**src/hw/rtl/cvt_pkg.sv**
```systemverilog
package cvt_pkg;

  localparam int COORD_W            = 32;
  localparam int ANGLE_W            = 10;
  localparam int CFG_DATA_W         = 32;
  localparam int CFG_ADDR_W         = 5;
  localparam int TRIG_FRAC_BITS_DEF = 15;
  localparam int QUARTER_DEG        = 90;

  localparam longint unsigned PI_Q30  = 64'd3373259426;
  localparam longint unsigned ONE_Q30 = 64'd1073741824;

  typedef enum logic [2:0] {
    REG_POS_X = 3'd0,
    REG_POS_Y = 3'd1,
    REG_POS_Z = 3'd2,
    REG_ANG_X = 3'd3,
    REG_ANG_Y = 3'd4,
    REG_ANG_Z = 3'd5
  } reg_idx_t;

  // per-stage handshake of a two-stage rotation slice
  typedef struct packed {
    logic mul;
    logic sum;
  } pipe2_t;

  // sine of d degrees (0..90) with fb fraction bits, taylor series in q30
  function automatic longint unsigned sin_quarter(int unsigned d, int unsigned fb);
    longint unsigned x;
    longint unsigned x2;
    longint unsigned t;
    x  = (longint'(d) * PI_Q30 + 64'd90) / 180;
    x2 = (x * x) >> 30;
    t  = ONE_Q30;
    t  = ONE_Q30 - ((x2 * t) >> 30) / 156;
    t  = ONE_Q30 - ((x2 * t) >> 30) / 110;
    t  = ONE_Q30 - ((x2 * t) >> 30) / 72;
    t  = ONE_Q30 - ((x2 * t) >> 30) / 42;
    t  = ONE_Q30 - ((x2 * t) >> 30) / 20;
    t  = ONE_Q30 - ((x2 * t) >> 30) / 6;
    t  = (x * t) >> 30;
    return (t + (64'd1 << (29 - fb))) >> (30 - fb);
  endfunction

endpackage

```
**src/hw/rtl/cvt_offset.sv**
```systemverilog
module cvt_offset (
  input  logic                               clk,
  input  logic                               rst_n,
  input  logic                               adv,
  input  logic                               in_valid,
  input  logic signed [cvt_pkg::COORD_W-1:0] in_x,
  input  logic signed [cvt_pkg::COORD_W-1:0] in_y,
  input  logic signed [cvt_pkg::COORD_W-1:0] in_z,
  input  logic signed [cvt_pkg::COORD_W-1:0] pos_x,
  input  logic signed [cvt_pkg::COORD_W-1:0] pos_y,
  input  logic signed [cvt_pkg::COORD_W-1:0] pos_z,
  output logic                               out_valid,
  output logic signed [cvt_pkg::COORD_W-1:0] out_x,
  output logic signed [cvt_pkg::COORD_W-1:0] out_y,
  output logic signed [cvt_pkg::COORD_W-1:0] out_z
);
  import cvt_pkg::*;

  function automatic logic signed [COORD_W-1:0] sub_sat(logic signed [COORD_W-1:0] a,
                                                        logic signed [COORD_W-1:0] b);
    logic signed [COORD_W:0] d;
    d = {a[COORD_W-1], a} - {b[COORD_W-1], b};
    if (d[COORD_W] == d[COORD_W-1]) begin
      return d[COORD_W-1:0];
    end
    return d[COORD_W] ? {1'b1, {(COORD_W-1){1'b0}}} : {1'b0, {(COORD_W-1){1'b1}}};
  endfunction

  logic                      valid_r;
  logic signed [COORD_W-1:0] x_r, y_r, z_r;

  always_ff @(posedge clk) begin
    if (!rst_n) begin
      valid_r <= 1'b0;
    end else if (adv) begin
      valid_r <= in_valid;
    end
  end

  always_ff @(posedge clk) begin
    if (adv) begin
      x_r <= sub_sat(in_x, pos_x);
      y_r <= sub_sat(in_y, pos_y);
      z_r <= sub_sat(in_z, pos_z);
    end
  end

  assign out_valid = valid_r;
  assign out_x     = x_r;
  assign out_y     = y_r;
  assign out_z     = z_r;

endmodule

```
**config.mk**
```make
export PLATFORM = sky130hd
export DESIGN_NAME = cvt_offset
export DESIGN_NICKNAME = d
export VERILOG_FILES = /design/src/hw/rtl/cvt_pkg.sv /design/src/hw/rtl/cvt_offset.sv
export SDC_FILE = /design/constraint.sdc
export NUM_CORES = 1
export LEC_CHECK = 0
export BUFFER_PORTS_ARGS = -buffer_cell sky130_fd_sc_hd__buf_2
export CORE_ASPECT_RATIO = 1.75
export CORE_UTILIZATION = 31
export DETAILED_ROUTE_END_ITERATION = 7
export HOLD_SLACK_MARGIN = 0.15
export PLACE_DENSITY = 0.53
export SYNTH_ARGS = -nofsm -noshare
export SYNTH_HDL_FRONTEND = slang
export SYNTH_SLANG_ARGS = --single-unit
```
**constraint.sdc**
```tcl
create_clock -name clk -period 7.3 [get_ports clk]
set_clock_uncertainty 0.15 [all_clocks]
set_input_delay 1.095 -clock clk [delete_from_list [all_inputs] [get_ports clk]]
set_output_delay 1.095 -clock clk [all_outputs]
set_load 0.02 [all_outputs]
```
==> impl_metrics.yaml <==
outcome:
  outcome: "finished, final reports clean"
die:
  num_rows: 83
  fp.coreArea_sq_um: 29300
  dieArea_sq_um: 30400
  ios: 293
  die_y_um: 230
  start_util: 0.315
  die_w_um: 132
detailed_routing:
  drcViolationCount: 0
  vias: 8973
  drtIter0Drc: 313
  wire_per_inst_um: 17.6
  routed_wl_mm: 30.6
  viasPerCell: 5.15
  firstDrtPassIters: 5
  ant_nets: 0
timing:
  setup_violations: 0
  tns_ps: 0
  fin_crit_sh: 0.628
  hold_viol_final: 0
  worst_slack_ps: 2720
  min_period_ps: 4580
  hold_slack_ps: 399
  slew_headroom: 0.316
  drv_slew: 0
  fmax_ghz: 0.218
  tightestPinTransition_ps: 1020
  rsz0062_at_grt: "no"
yosys:
  synth_cells: 1082
  synth_edf_count: 96
  ys_top_cells_by_count: "inv_1 (140), a21oi_1 (132), edfxtp_1 (96), ha_1 (96), o21ai_0 (88)"
  synth-async-reset-ratio: 0
  synth_area_per_cell_sq_um: 8.52
  synth_area_leader_cell: "edfxtp_1"
  yosysMostFrequentCell: "inv_1"
  ys_types: 75
  yosys-top-cells-area: "edfxtp_1 (31%), ha_1 (13%), a21oi_1 (7.2%), inv_1 (5.7%), o21ai_0 (4.8%)"
  ys_seq_area_frac: 0.315
  synth_top_area_frac: 0.313
  syn_area_sq_um: 9210
  ys_ff_latch: 97
  syn_nets: 1377
  synthesis.yosys.warnings: 0
  synth_ff_type: "edfxtp_1"
clocking:
  clk_pin_slew_ps: 80
  cts_tree: "done"
  numClockSinks: 97
  htree_levels: 3
  postCtsHoldBufs: 0
  cts_resized: 0
  insertion_delay_ps: 370
  cts.path.max_buffers: 2
  root_buffer: "clkbuf_16"
  post_cts_buffers: 0
  numCtsBuffers: 9
hold_path:
  hp-class: "reg2reg"
  hold_start: "out_valid"
critical_path:
  crit_cells: 13
  crit_slowest_cell: "mux2_2"
  cp-end-kind: "register"
  cp.arrival_ps: 4530
  crit_end: "out_z[5]"
  r2r-start: "out_valid"
  cp_common_cell: "inv_1"
  crit_chain: "buf_2 -> inv_1 -> ha_1 -> inv_1 -> fa_1 -> a211oi_2 -> o211ai_1 -> a41oi_2 -> a21oi_2 -> a211o_1 -> a2111oi_1 -> mux2_2 -> o21ai_1"
  cp_max_fo: 25
  required_ps: 7250
  startpoint_type: "primary input"
  path_delay_family: "compound AO/OA/AOI/OAI gates"
  crit_type: "in2reg"
  max_stage_delay_ps: 620
  rr_endpoint: "out_valid"
  reg2reg_depth: 2
  startpoint: "in_z[0]"
  critPathBufInv: 3
  r2r_slack_ps: 6540
final_layout:
  fin_cells: 1744
  fin_nets: 1652
  post-route-util: 0.386
  diodes: 0
  drive_above_1_share: 0.242
  fillers: 3131
  syn2layout_area_growth_pct: 22.7
  finalInstanceArea_sq_um: 11300
place:
  dp.cells: 1728
  hpwl_mm: 25.4
  placed_cell_area_sq_um: 11000
  finalWeightedCongestion: 0.933
  dp_slack_ps: 2300
  port_buffers: 292
power_and_ir_drop:
  clockPowerShare: 0.211
  sw_frac_of_total: 0.399
  p_sw_uw: 910
  pwr-share-seq: 0.352
  p_int_mw: 1.37
  leakage_nw: 5.27
  vdd_drop_max_mv: 0.124
  pwr-share-comb: 0.437
  p_total_mw: 2.28
  power.density_nw_per_um2: 201
global_routing:
  grt_start_max_net_pins: 72
  grt_pass1_wl_mm: 47.3
  grt_pass1_vias: 9185
  antenna_found_initial: 4
  grt_util_all_layers: 0.203
  overflow: 0
job:
  maxCapViolCount: 0
[layer usage]
metal | part of all wire | GRT usage
met1 | 0.34 | 0.185
met2 | 0.57 | 0.418
met3 | 0.056 | 0.0448
met4 | 0.032 | 0.0826
met5 | 0.00075 | 0
[placed cells by master, fill, tap and decap left out, types with 18 or more instances in the layout]
| master | Yosys | layout |
|---|---|---|
| buf_2 | 11 | 291 |
| inv_1 | 140 | 140 |
| a21oi_1 | 132 | 132 |
| ha_1 | 96 | 96 |
| edfxtp_1 | 96 | 96 |
| o21ai_0 | 88 | 88 |
| nand2_1 | 68 | 68 |
| nor2_1 | 50 | 50 |
| xnor2_1 | 48 | 48 |
| a21o_1 | 34 | 34 |
| xor2_1 | 30 | 30 |
| nand3_1 | 21 | 21 |
| nor3_1 | 20 | 20 |
| o21ai_1 | 18 | 18 |
[logic make-up after synthesis]
| family | after synthesis | share of synthesized area |
|---|---|---|
| AOI/OAI and AO/OA | 394 | 0.266 |
| and+or+nand+nor | 235 | 0.126 |
| buffers and inverters | 171 | 0.0732 |
| adders and majority gates | 104 | 0.142 |
| DFF | 97 | 0.315 |
| xor gates and xnor gates | 78 | 0.0741 |
| muxes | 3 | 0.00339 |
[layout make-up]
class,instances,area [sq um],share of cell area
Inverter,140,526,0.0465
Timing Repair Buffer,295,1490,0.131
Clock inverter,6,50.0,0.00443
Multi-Input combinational cell,814,5640,0.498
Sequential cell,97,2900,0.257
Tap cell,382,478,0.0423
Clock buffer,10,229,0.0202
[power by group through the flow]
stage                     Sequential (mW)  Combinational (mW)  Clock, mW
after detailed placement            0.815                1.00          0
after global routing                0.811                1.09      0.519
after CTS                           0.805                1.00      0.503
final                               0.801               0.996      0.481
after floorplan                     0.947               0.523          0
after global placement              0.817               0.996          0
[tightest hold or removal path, delay by kind of cell, from the launching register on]
kind | cells | cell delay, ps
and+or+nand+nor | 1 | 60
DFF | 1 | 320
muxes | 1 | 130
[worst min-delay path by stage]
stage,end,slack [ps],cells past startpoint
2_1_floorplan,out_valid,440,2
3_3_place_gp,out_valid,350,2
3_5_place_dp,out_valid,370,2
4_1_cts,out_valid,390,2
5_1_grt,out_valid,430,2
6_report,out_valid,400,2
[state kept, by name, summed over array words and instances (netlist names)]
register / count
out_x: 32
out_y: 32
out_z: 32
out_valid: 1
No activity file was read; power rests on OpenSTA's default activity.
