`config.mk`:
```
export PLATFORM = sky130hd
export DESIGN_NAME = cvt_regs
export DESIGN_NICKNAME = d
export VERILOG_FILES = /design/src/hw/rtl/cvt_pkg.sv /design/src/hw/rtl/cvt_regs.sv
export SDC_FILE = /design/constraint.sdc
export NUM_CORES = 1
export LEC_CHECK = 0
export ABC_AREA = 1
export BUFFER_PORTS_ARGS = -buffer_cell sky130_fd_sc_hd__clkbuf_2
export CORE_MARGIN = 2
export CORE_UTILIZATION = 30
export CTS_BUF_LIST = sky130_fd_sc_hd__clkbuf_4
export DETAILED_ROUTE_END_ITERATION = 10
export PLACE_DENSITY_LB_ADDON = 0.3
export SLEW_MARGIN = 20
export SYNTH_ARGS = -nofsm -noshare
export SYNTH_HDL_FRONTEND = slang
export SYNTH_SLANG_ARGS = --single-unit
```
`constraint.sdc`:
```
create_clock -name clk -period 6.78 [get_ports clk]
set_input_delay 1.017 -clock clk [delete_from_list [all_inputs] [get_ports clk]]
set_output_delay 1.017 -clock clk [all_outputs]
set_load 0.02 [all_outputs]
```
`src/hw/rtl/cvt_pkg.sv`:
```
package cvt_pkg;

  localparam int COORD_W            = 32;
  localparam int ANGLE_W            = 10;
  localparam int CFG_DATA_W         = 32;
  localparam int CFG_ADDR_W         = 5;
  localparam int TRIG_FRAC_BITS_DEF = 15;
  localparam int QUARTER_DEG        = 90;

  localparam longint unsigned PI_Q30  = 64'd3373259426;
  localparam longint unsigned ONE_Q30 = 64'd1073741824;

  typedef enum logic [2:0] {
    REG_POS_X = 3'd0,
    REG_POS_Y = 3'd1,
    REG_POS_Z = 3'd2,
    REG_ANG_X = 3'd3,
    REG_ANG_Y = 3'd4,
    REG_ANG_Z = 3'd5
  } reg_idx_t;

  // per-stage handshake of a two-stage rotation slice
  typedef struct packed {
    logic mul;
    logic sum;
  } pipe2_t;

  // sine of d degrees (0..90) with fb fraction bits, taylor series in q30
  function automatic longint unsigned sin_quarter(int unsigned d, int unsigned fb);
    longint unsigned x;
    longint unsigned x2;
    longint unsigned t;
    x  = (longint'(d) * PI_Q30 + 64'd90) / 180;
    x2 = (x * x) >> 30;
    t  = ONE_Q30;
    t  = ONE_Q30 - ((x2 * t) >> 30) / 156;
    t  = ONE_Q30 - ((x2 * t) >> 30) / 110;
    t  = ONE_Q30 - ((x2 * t) >> 30) / 72;
    t  = ONE_Q30 - ((x2 * t) >> 30) / 42;
    t  = ONE_Q30 - ((x2 * t) >> 30) / 20;
    t  = ONE_Q30 - ((x2 * t) >> 30) / 6;
    t  = (x * t) >> 30;
    return (t + (64'd1 << (29 - fb))) >> (30 - fb);
  endfunction

endpackage

```
`src/hw/rtl/cvt_regs.sv`:
```
module cvt_regs #(
  parameter int TRIG_FRAC_BITS = cvt_pkg::TRIG_FRAC_BITS_DEF
) (
  input  logic                                  clk,
  input  logic                                  rst_n,
  input  logic                                  cfg_psel,
  input  logic                                  cfg_penable,
  input  logic                                  cfg_pwrite,
  input  logic [cvt_pkg::CFG_ADDR_W-1:0]        cfg_paddr,
  input  logic [cvt_pkg::CFG_DATA_W-1:0]        cfg_pwdata,
  output logic [cvt_pkg::CFG_DATA_W-1:0]        cfg_prdata,
  output logic                                  cfg_pready,
  output logic signed [cvt_pkg::COORD_W-1:0]    pos_x,
  output logic signed [cvt_pkg::COORD_W-1:0]    pos_y,
  output logic signed [cvt_pkg::COORD_W-1:0]    pos_z,
  output logic signed [TRIG_FRAC_BITS+1:0]      sin_x,
  output logic signed [TRIG_FRAC_BITS+1:0]      cos_x,
  output logic signed [TRIG_FRAC_BITS+1:0]      sin_y,
  output logic signed [TRIG_FRAC_BITS+1:0]      cos_y,
  output logic signed [TRIG_FRAC_BITS+1:0]      sin_z,
  output logic signed [TRIG_FRAC_BITS+1:0]      cos_z
);
  import cvt_pkg::*;

  localparam int TQ = TRIG_FRAC_BITS + 1;
  localparam int TW = TRIG_FRAC_BITS + 2;
  localparam logic signed [TW-1:0] TRIG_ONE = TW'(1) << TRIG_FRAC_BITS;

  typedef struct packed {
    logic       neg;
    logic [6:0] q;
  } quad_t;

  logic [TQ-1:0] sin_tab [QUARTER_DEG+1];

  for (genvar g = 0; g <= QUARTER_DEG; g++) begin : g_tab
    assign sin_tab[g] = TQ'(sin_quarter(g, TRIG_FRAC_BITS));
  end

  function automatic quad_t fold(logic [8:0] d);
    quad_t r;
    if (d <= 9'd90) begin
      r.neg = 1'b0;
      r.q   = d[6:0];
    end else if (d <= 9'd180) begin
      r.neg = 1'b0;
      r.q   = 7'(9'd180 - d);
    end else if (d <= 9'd270) begin
      r.neg = 1'b1;
      r.q   = 7'(d - 9'd180);
    end else begin
      r.neg = 1'b1;
      r.q   = 7'(9'd360 - d);
    end
    return r;
  endfunction

  logic signed [COORD_W-1:0] pos_x_r, pos_y_r, pos_z_r;
  logic [ANGLE_W-1:0]        ang_x_r, ang_y_r, ang_z_r;
  logic signed [TW-1:0]      sin_x_r, cos_x_r, sin_y_r, cos_y_r, sin_z_r, cos_z_r;

  logic                 wr_en;
  reg_idx_t             wr_idx;
  logic signed [10:0]   ang_ext;
  logic signed [10:0]   ang_wrap;
  logic [8:0]           deg_sin;
  logic [9:0]           deg_cos_raw;
  logic [8:0]           deg_cos;
  quad_t                qs, qc;
  logic signed [TW-1:0] sin_nxt, cos_nxt;

  assign cfg_pready = 1'b1;
  assign wr_en      = cfg_psel && cfg_penable && cfg_pwrite && cfg_pready;
  assign wr_idx     = reg_idx_t'(cfg_paddr[4:2]);

  // wrap the written angle into 0..359 and look up its sine and cosine
  always_comb begin
    ang_ext = {cfg_pwdata[ANGLE_W-1], cfg_pwdata[ANGLE_W-1:0]};
    if (ang_ext >= 11'sd360) begin
      ang_wrap = ang_ext - 11'sd360;
    end else if (ang_ext >= 11'sd0) begin
      ang_wrap = ang_ext;
    end else if (ang_ext >= -11'sd360) begin
      ang_wrap = ang_ext + 11'sd360;
    end else begin
      ang_wrap = ang_ext + 11'sd720;
    end
    deg_sin     = ang_wrap[8:0];
    deg_cos_raw = {1'b0, deg_sin} + 10'd90;
    deg_cos     = (deg_cos_raw >= 10'd360) ? 9'(deg_cos_raw - 10'd360) : deg_cos_raw[8:0];
    qs          = fold(deg_sin);
    qc          = fold(deg_cos);
    sin_nxt     = qs.neg ? -TW'({1'b0, sin_tab[qs.q]}) : TW'({1'b0, sin_tab[qs.q]});
    cos_nxt     = qc.neg ? -TW'({1'b0, sin_tab[qc.q]}) : TW'({1'b0, sin_tab[qc.q]});
  end

  always_ff @(posedge clk) begin
    if (!rst_n) begin
      pos_x_r <= '0;
      pos_y_r <= '0;
      pos_z_r <= '0;
      ang_x_r <= '0;
      ang_y_r <= '0;
      ang_z_r <= '0;
      sin_x_r <= '0;
      sin_y_r <= '0;
      sin_z_r <= '0;
      cos_x_r <= TRIG_ONE;
      cos_y_r <= TRIG_ONE;
      cos_z_r <= TRIG_ONE;
    end else if (wr_en) begin
      unique case (wr_idx)
        REG_POS_X: pos_x_r <= cfg_pwdata;
        REG_POS_Y: pos_y_r <= cfg_pwdata;
        REG_POS_Z: pos_z_r <= cfg_pwdata;
        REG_ANG_X: begin
          ang_x_r <= cfg_pwdata[ANGLE_W-1:0];
          sin_x_r <= sin_nxt;
          cos_x_r <= cos_nxt;
        end
        REG_ANG_Y: begin
          ang_y_r <= cfg_pwdata[ANGLE_W-1:0];
          sin_y_r <= sin_nxt;
          cos_y_r <= cos_nxt;
        end
        REG_ANG_Z: begin
          ang_z_r <= cfg_pwdata[ANGLE_W-1:0];
          sin_z_r <= sin_nxt;
          cos_z_r <= cos_nxt;
        end
        default: ;
      endcase
    end
  end

  always_comb begin
    unique case (wr_idx)
      REG_POS_X: cfg_prdata = pos_x_r;
      REG_POS_Y: cfg_prdata = pos_y_r;
      REG_POS_Z: cfg_prdata = pos_z_r;
      REG_ANG_X: cfg_prdata = {{(CFG_DATA_W-ANGLE_W){ang_x_r[ANGLE_W-1]}}, ang_x_r};
      REG_ANG_Y: cfg_prdata = {{(CFG_DATA_W-ANGLE_W){ang_y_r[ANGLE_W-1]}}, ang_y_r};
      REG_ANG_Z: cfg_prdata = {{(CFG_DATA_W-ANGLE_W){ang_z_r[ANGLE_W-1]}}, ang_z_r};
      default:   cfg_prdata = '0;
    endcase
  end

  assign pos_x = pos_x_r;
  assign pos_y = pos_y_r;
  assign pos_z = pos_z_r;
  assign sin_x = sin_x_r;
  assign cos_x = cos_x_r;
  assign sin_y = sin_y_r;
  assign cos_y = cos_y_r;
  assign sin_z = sin_z_r;
  assign cos_z = cos_z_r;

endmodule

```
==> flow_summary.json <==
{
  "status": "completed",
  "area_growth_pct": 21.44,
  "final_util": 0.3706,
  "pin_count": 273,
  "clock_skew_ns": 0,
  "gp_congestion": 0.9492,
  "fp.coreArea_um2": 49050,
  "numCtsBuffers": 61,
  "postSynthCellCount": 2390,
  "p_total_uw": 7364,
  "wirelength_mm": 58.07,
  "cpMostUsedCell": "nand2_1",
  "drc": 0,
  "rsz0062_at_grt": "no",
  "path_buf_inv": 8,
  "cts-root-buf": "clkbuf_4",
  "maxSlewViolCount": 0,
  "fin_nets": 2782,
  "dr.first_iter.drc_count": 1491,
  "setup_tns_ns": 0,
  "final_antenna_net_count": 0,
  "final_common_cell": "nand2_1",
  "finalCriticalPeriod_ns": 6.095,
  "dieArea_um2": 51700,
  "place_ws_ns": -0.03235,
  "io_buffers": 269,
  "crit_path_start_kind": "input pin",
  "first_pass_iters": 6,
  "grt_first_pass_wirelength_mm": 88.15,
  "hp-class": "register to register",
  "cts_max_level": 2,
  "netlist_area_um2": 14970,
  "setup_viol": 0,
  "path_class": "input pin to register",
  "syn_nets": 2482,
  "grt_max_degree": 127,
  "path_clk_slew_ns": 0.07,
  "r2r_slack_ns": 6.04,
  "place_area_um2": 17440,
  "tritoncts": "built",
  "dieHeight_um": 227.4,
  "worst_slew_pin_slew_ns": 1.067,
  "top_layer_used": "met5",
  "yosysWarnings": 0,
  "final_cell_mix": "nand2_1 (516), nor2_1 (361), clkbuf_2 (268)",
  "initial_core_util": 0.3052,
  "cts_setup_buffers": 0,
  "path_max_fanout": 7,
  "max_stage_delay_ns": 0.22,
  "die_x_um": 227.4,
  "worst_skew_pair.late_latency_ns": 0.71,
  "drt-met1-wl_mm": 25.99,
  "grt_pass1_vias": 15750,
  "wl_per_cell_um": 17.08,
  "rows": 81,
  "nFillCells": 5410,
  "synth_ff_type": "dfxtp_1",
  "design_area_um2": 18180,
  "grt_usage": 0.2154,
  "hpwl_mm": 42.89,
  "cts_hold_buffers": 0,
  "path_delay_family": "simple AND/OR/NAND/NOR gates",
  "fmax_mhz": 164.1,
  "ctsResizeCount": 0,
  "cp.arrival_ns": 6.71,
  "drv_cap": 0,
  "antenna_found_initial": 1,
  "synth-edff-count": 0,
  "hold_violations": 0,
  "viasPerCell": 5.091,
  "cp_data_required_time_ns": 7.39,
  "slew_headroom": 0.2886,
  "met2_wirelength_mm": 26.65,
  "avgSynthCellArea_um2": 6.264,
  "vias": 17304,
  "fin_ws_ns": 0.6853,
  "clockBufferDepth": 3,
  "leakagePower_uw": 0.009106,
  "grt_overflow": 0,
  "vdd_drop_max_mv": 0.2589,
  "yosysSeqAreaShare": 0.3049,
  "crit_path_top_delay_cell": "nor2_1",
  "met3WireLength_mm": 3.437,
  "ys_ff_latch": 228,
  "end_kind": "register",
  "synth-async-reset-ratio": 0,
  "drive_above_1_share": 0.2059,
  "clock-sinks": 228,
  "finalCritPeriodShare": 0.8989,
  "power_density_nw_per_um2": 405.1,
  "ys_types": 59
}
[tightest hold or removal path, stage by stage, from the launching register on]
cell	delay, ns
dfxtp_1	0.33
o211ai_1	0.09
inv_1	0.06
[final cells by class]
class	instances	area (µm²)	share of cell area
Antenna cell	1	2.502	0.0001376
Clock buffer	85	638.1	0.03510
Clock inverter	22	91.34	0.005024
Inverter	204	773.2	0.04253
Multi-Input combinational cell	1819	9052	0.4979
Sequential cell	228	4564	0.2511
Tap cell	664	830.8	0.04570
Timing Repair Buffer	376	2227	0.1225
[layer usage]
layer / up-vias / global-route usage
met5: - / 0.004744
met2: 662 / 0.3398
li1: 8515 / -
met4: 2 / 0.08918
met1: 8021 / 0.2937
met3: 104 / 0.03033
[registers in the layout, summed over array words and instances (netlist names), 17 cells and up]
| name | cells |
|---|---|
| pos_x | 32 |
| pos_y | 32 |
| pos_z | 32 |
| cos_x | 17 |
| cos_y | 17 |
| cos_z | 17 |
| sin_x | 17 |
| sin_y | 17 |
| sin_z | 17 |
[Yosys cell counts (all sizes together) (5+ instances only)]
cell    number  area (µm²)
a21oi      153       777.0
a22o         6       52.55
a22oi       10       75.07
a31oi        8       71.32
buf         61       344.1
clkbuf      78       292.8
clkinv       8       35.04
dfxtp      228        4564
ha          49       613.1
inv        196       738.2
nand2      554        2225
nand3      266        1394
nand4       34       212.7
nor2       368        1394
nor3        12       65.06
o211ai      31       232.7
o21ai      256        1289
o22ai        5       31.28
o31ai        6       45.04
or2          7       43.79
xor2        19       166.4
[report_power, final]
part,total (µW),switching [µW],internal [µW]
clock,1160,579,577
sequential,1370,12.7,1360
combinational,4840,3230,1610
[path summary, 6_finish.rpt]
kind	start	endpoint	cells past startpoint
setup / recovery	cfg_pwdata[1]	cos_y[12]	49
hold / removal	sin_x[6]	sin_x[6]	2
setup reg to reg	pos_y[3]	pos_y[3]	2
hold reg to reg	sin_x[6]	sin_x[6]	2
[through the flow]
step | cells | hold WS [ns]
detailed placement | 3291 | 0.4847
finish | 3399 | 0.5044
CTS | 3398 | 0.4442
global route | 3399 | 0.4744
floorplan | 2390 | 0.5048
global placement | 3291 | 0.4819
[kinds of logic after synthesis]
kind of cell,after synthesis,share of synthesized area
other,1,0.0002505
AOI/OAI and AO/OA,498,0.1857
and+or+nand+nor,1247,0.3592
xor gates and xnor gates,23,0.01346
DFF,228,0.3049
buffers and inverters,343,0.09419
adders and majority gates,50,0.04229
(Power assumes the default switching activity.)
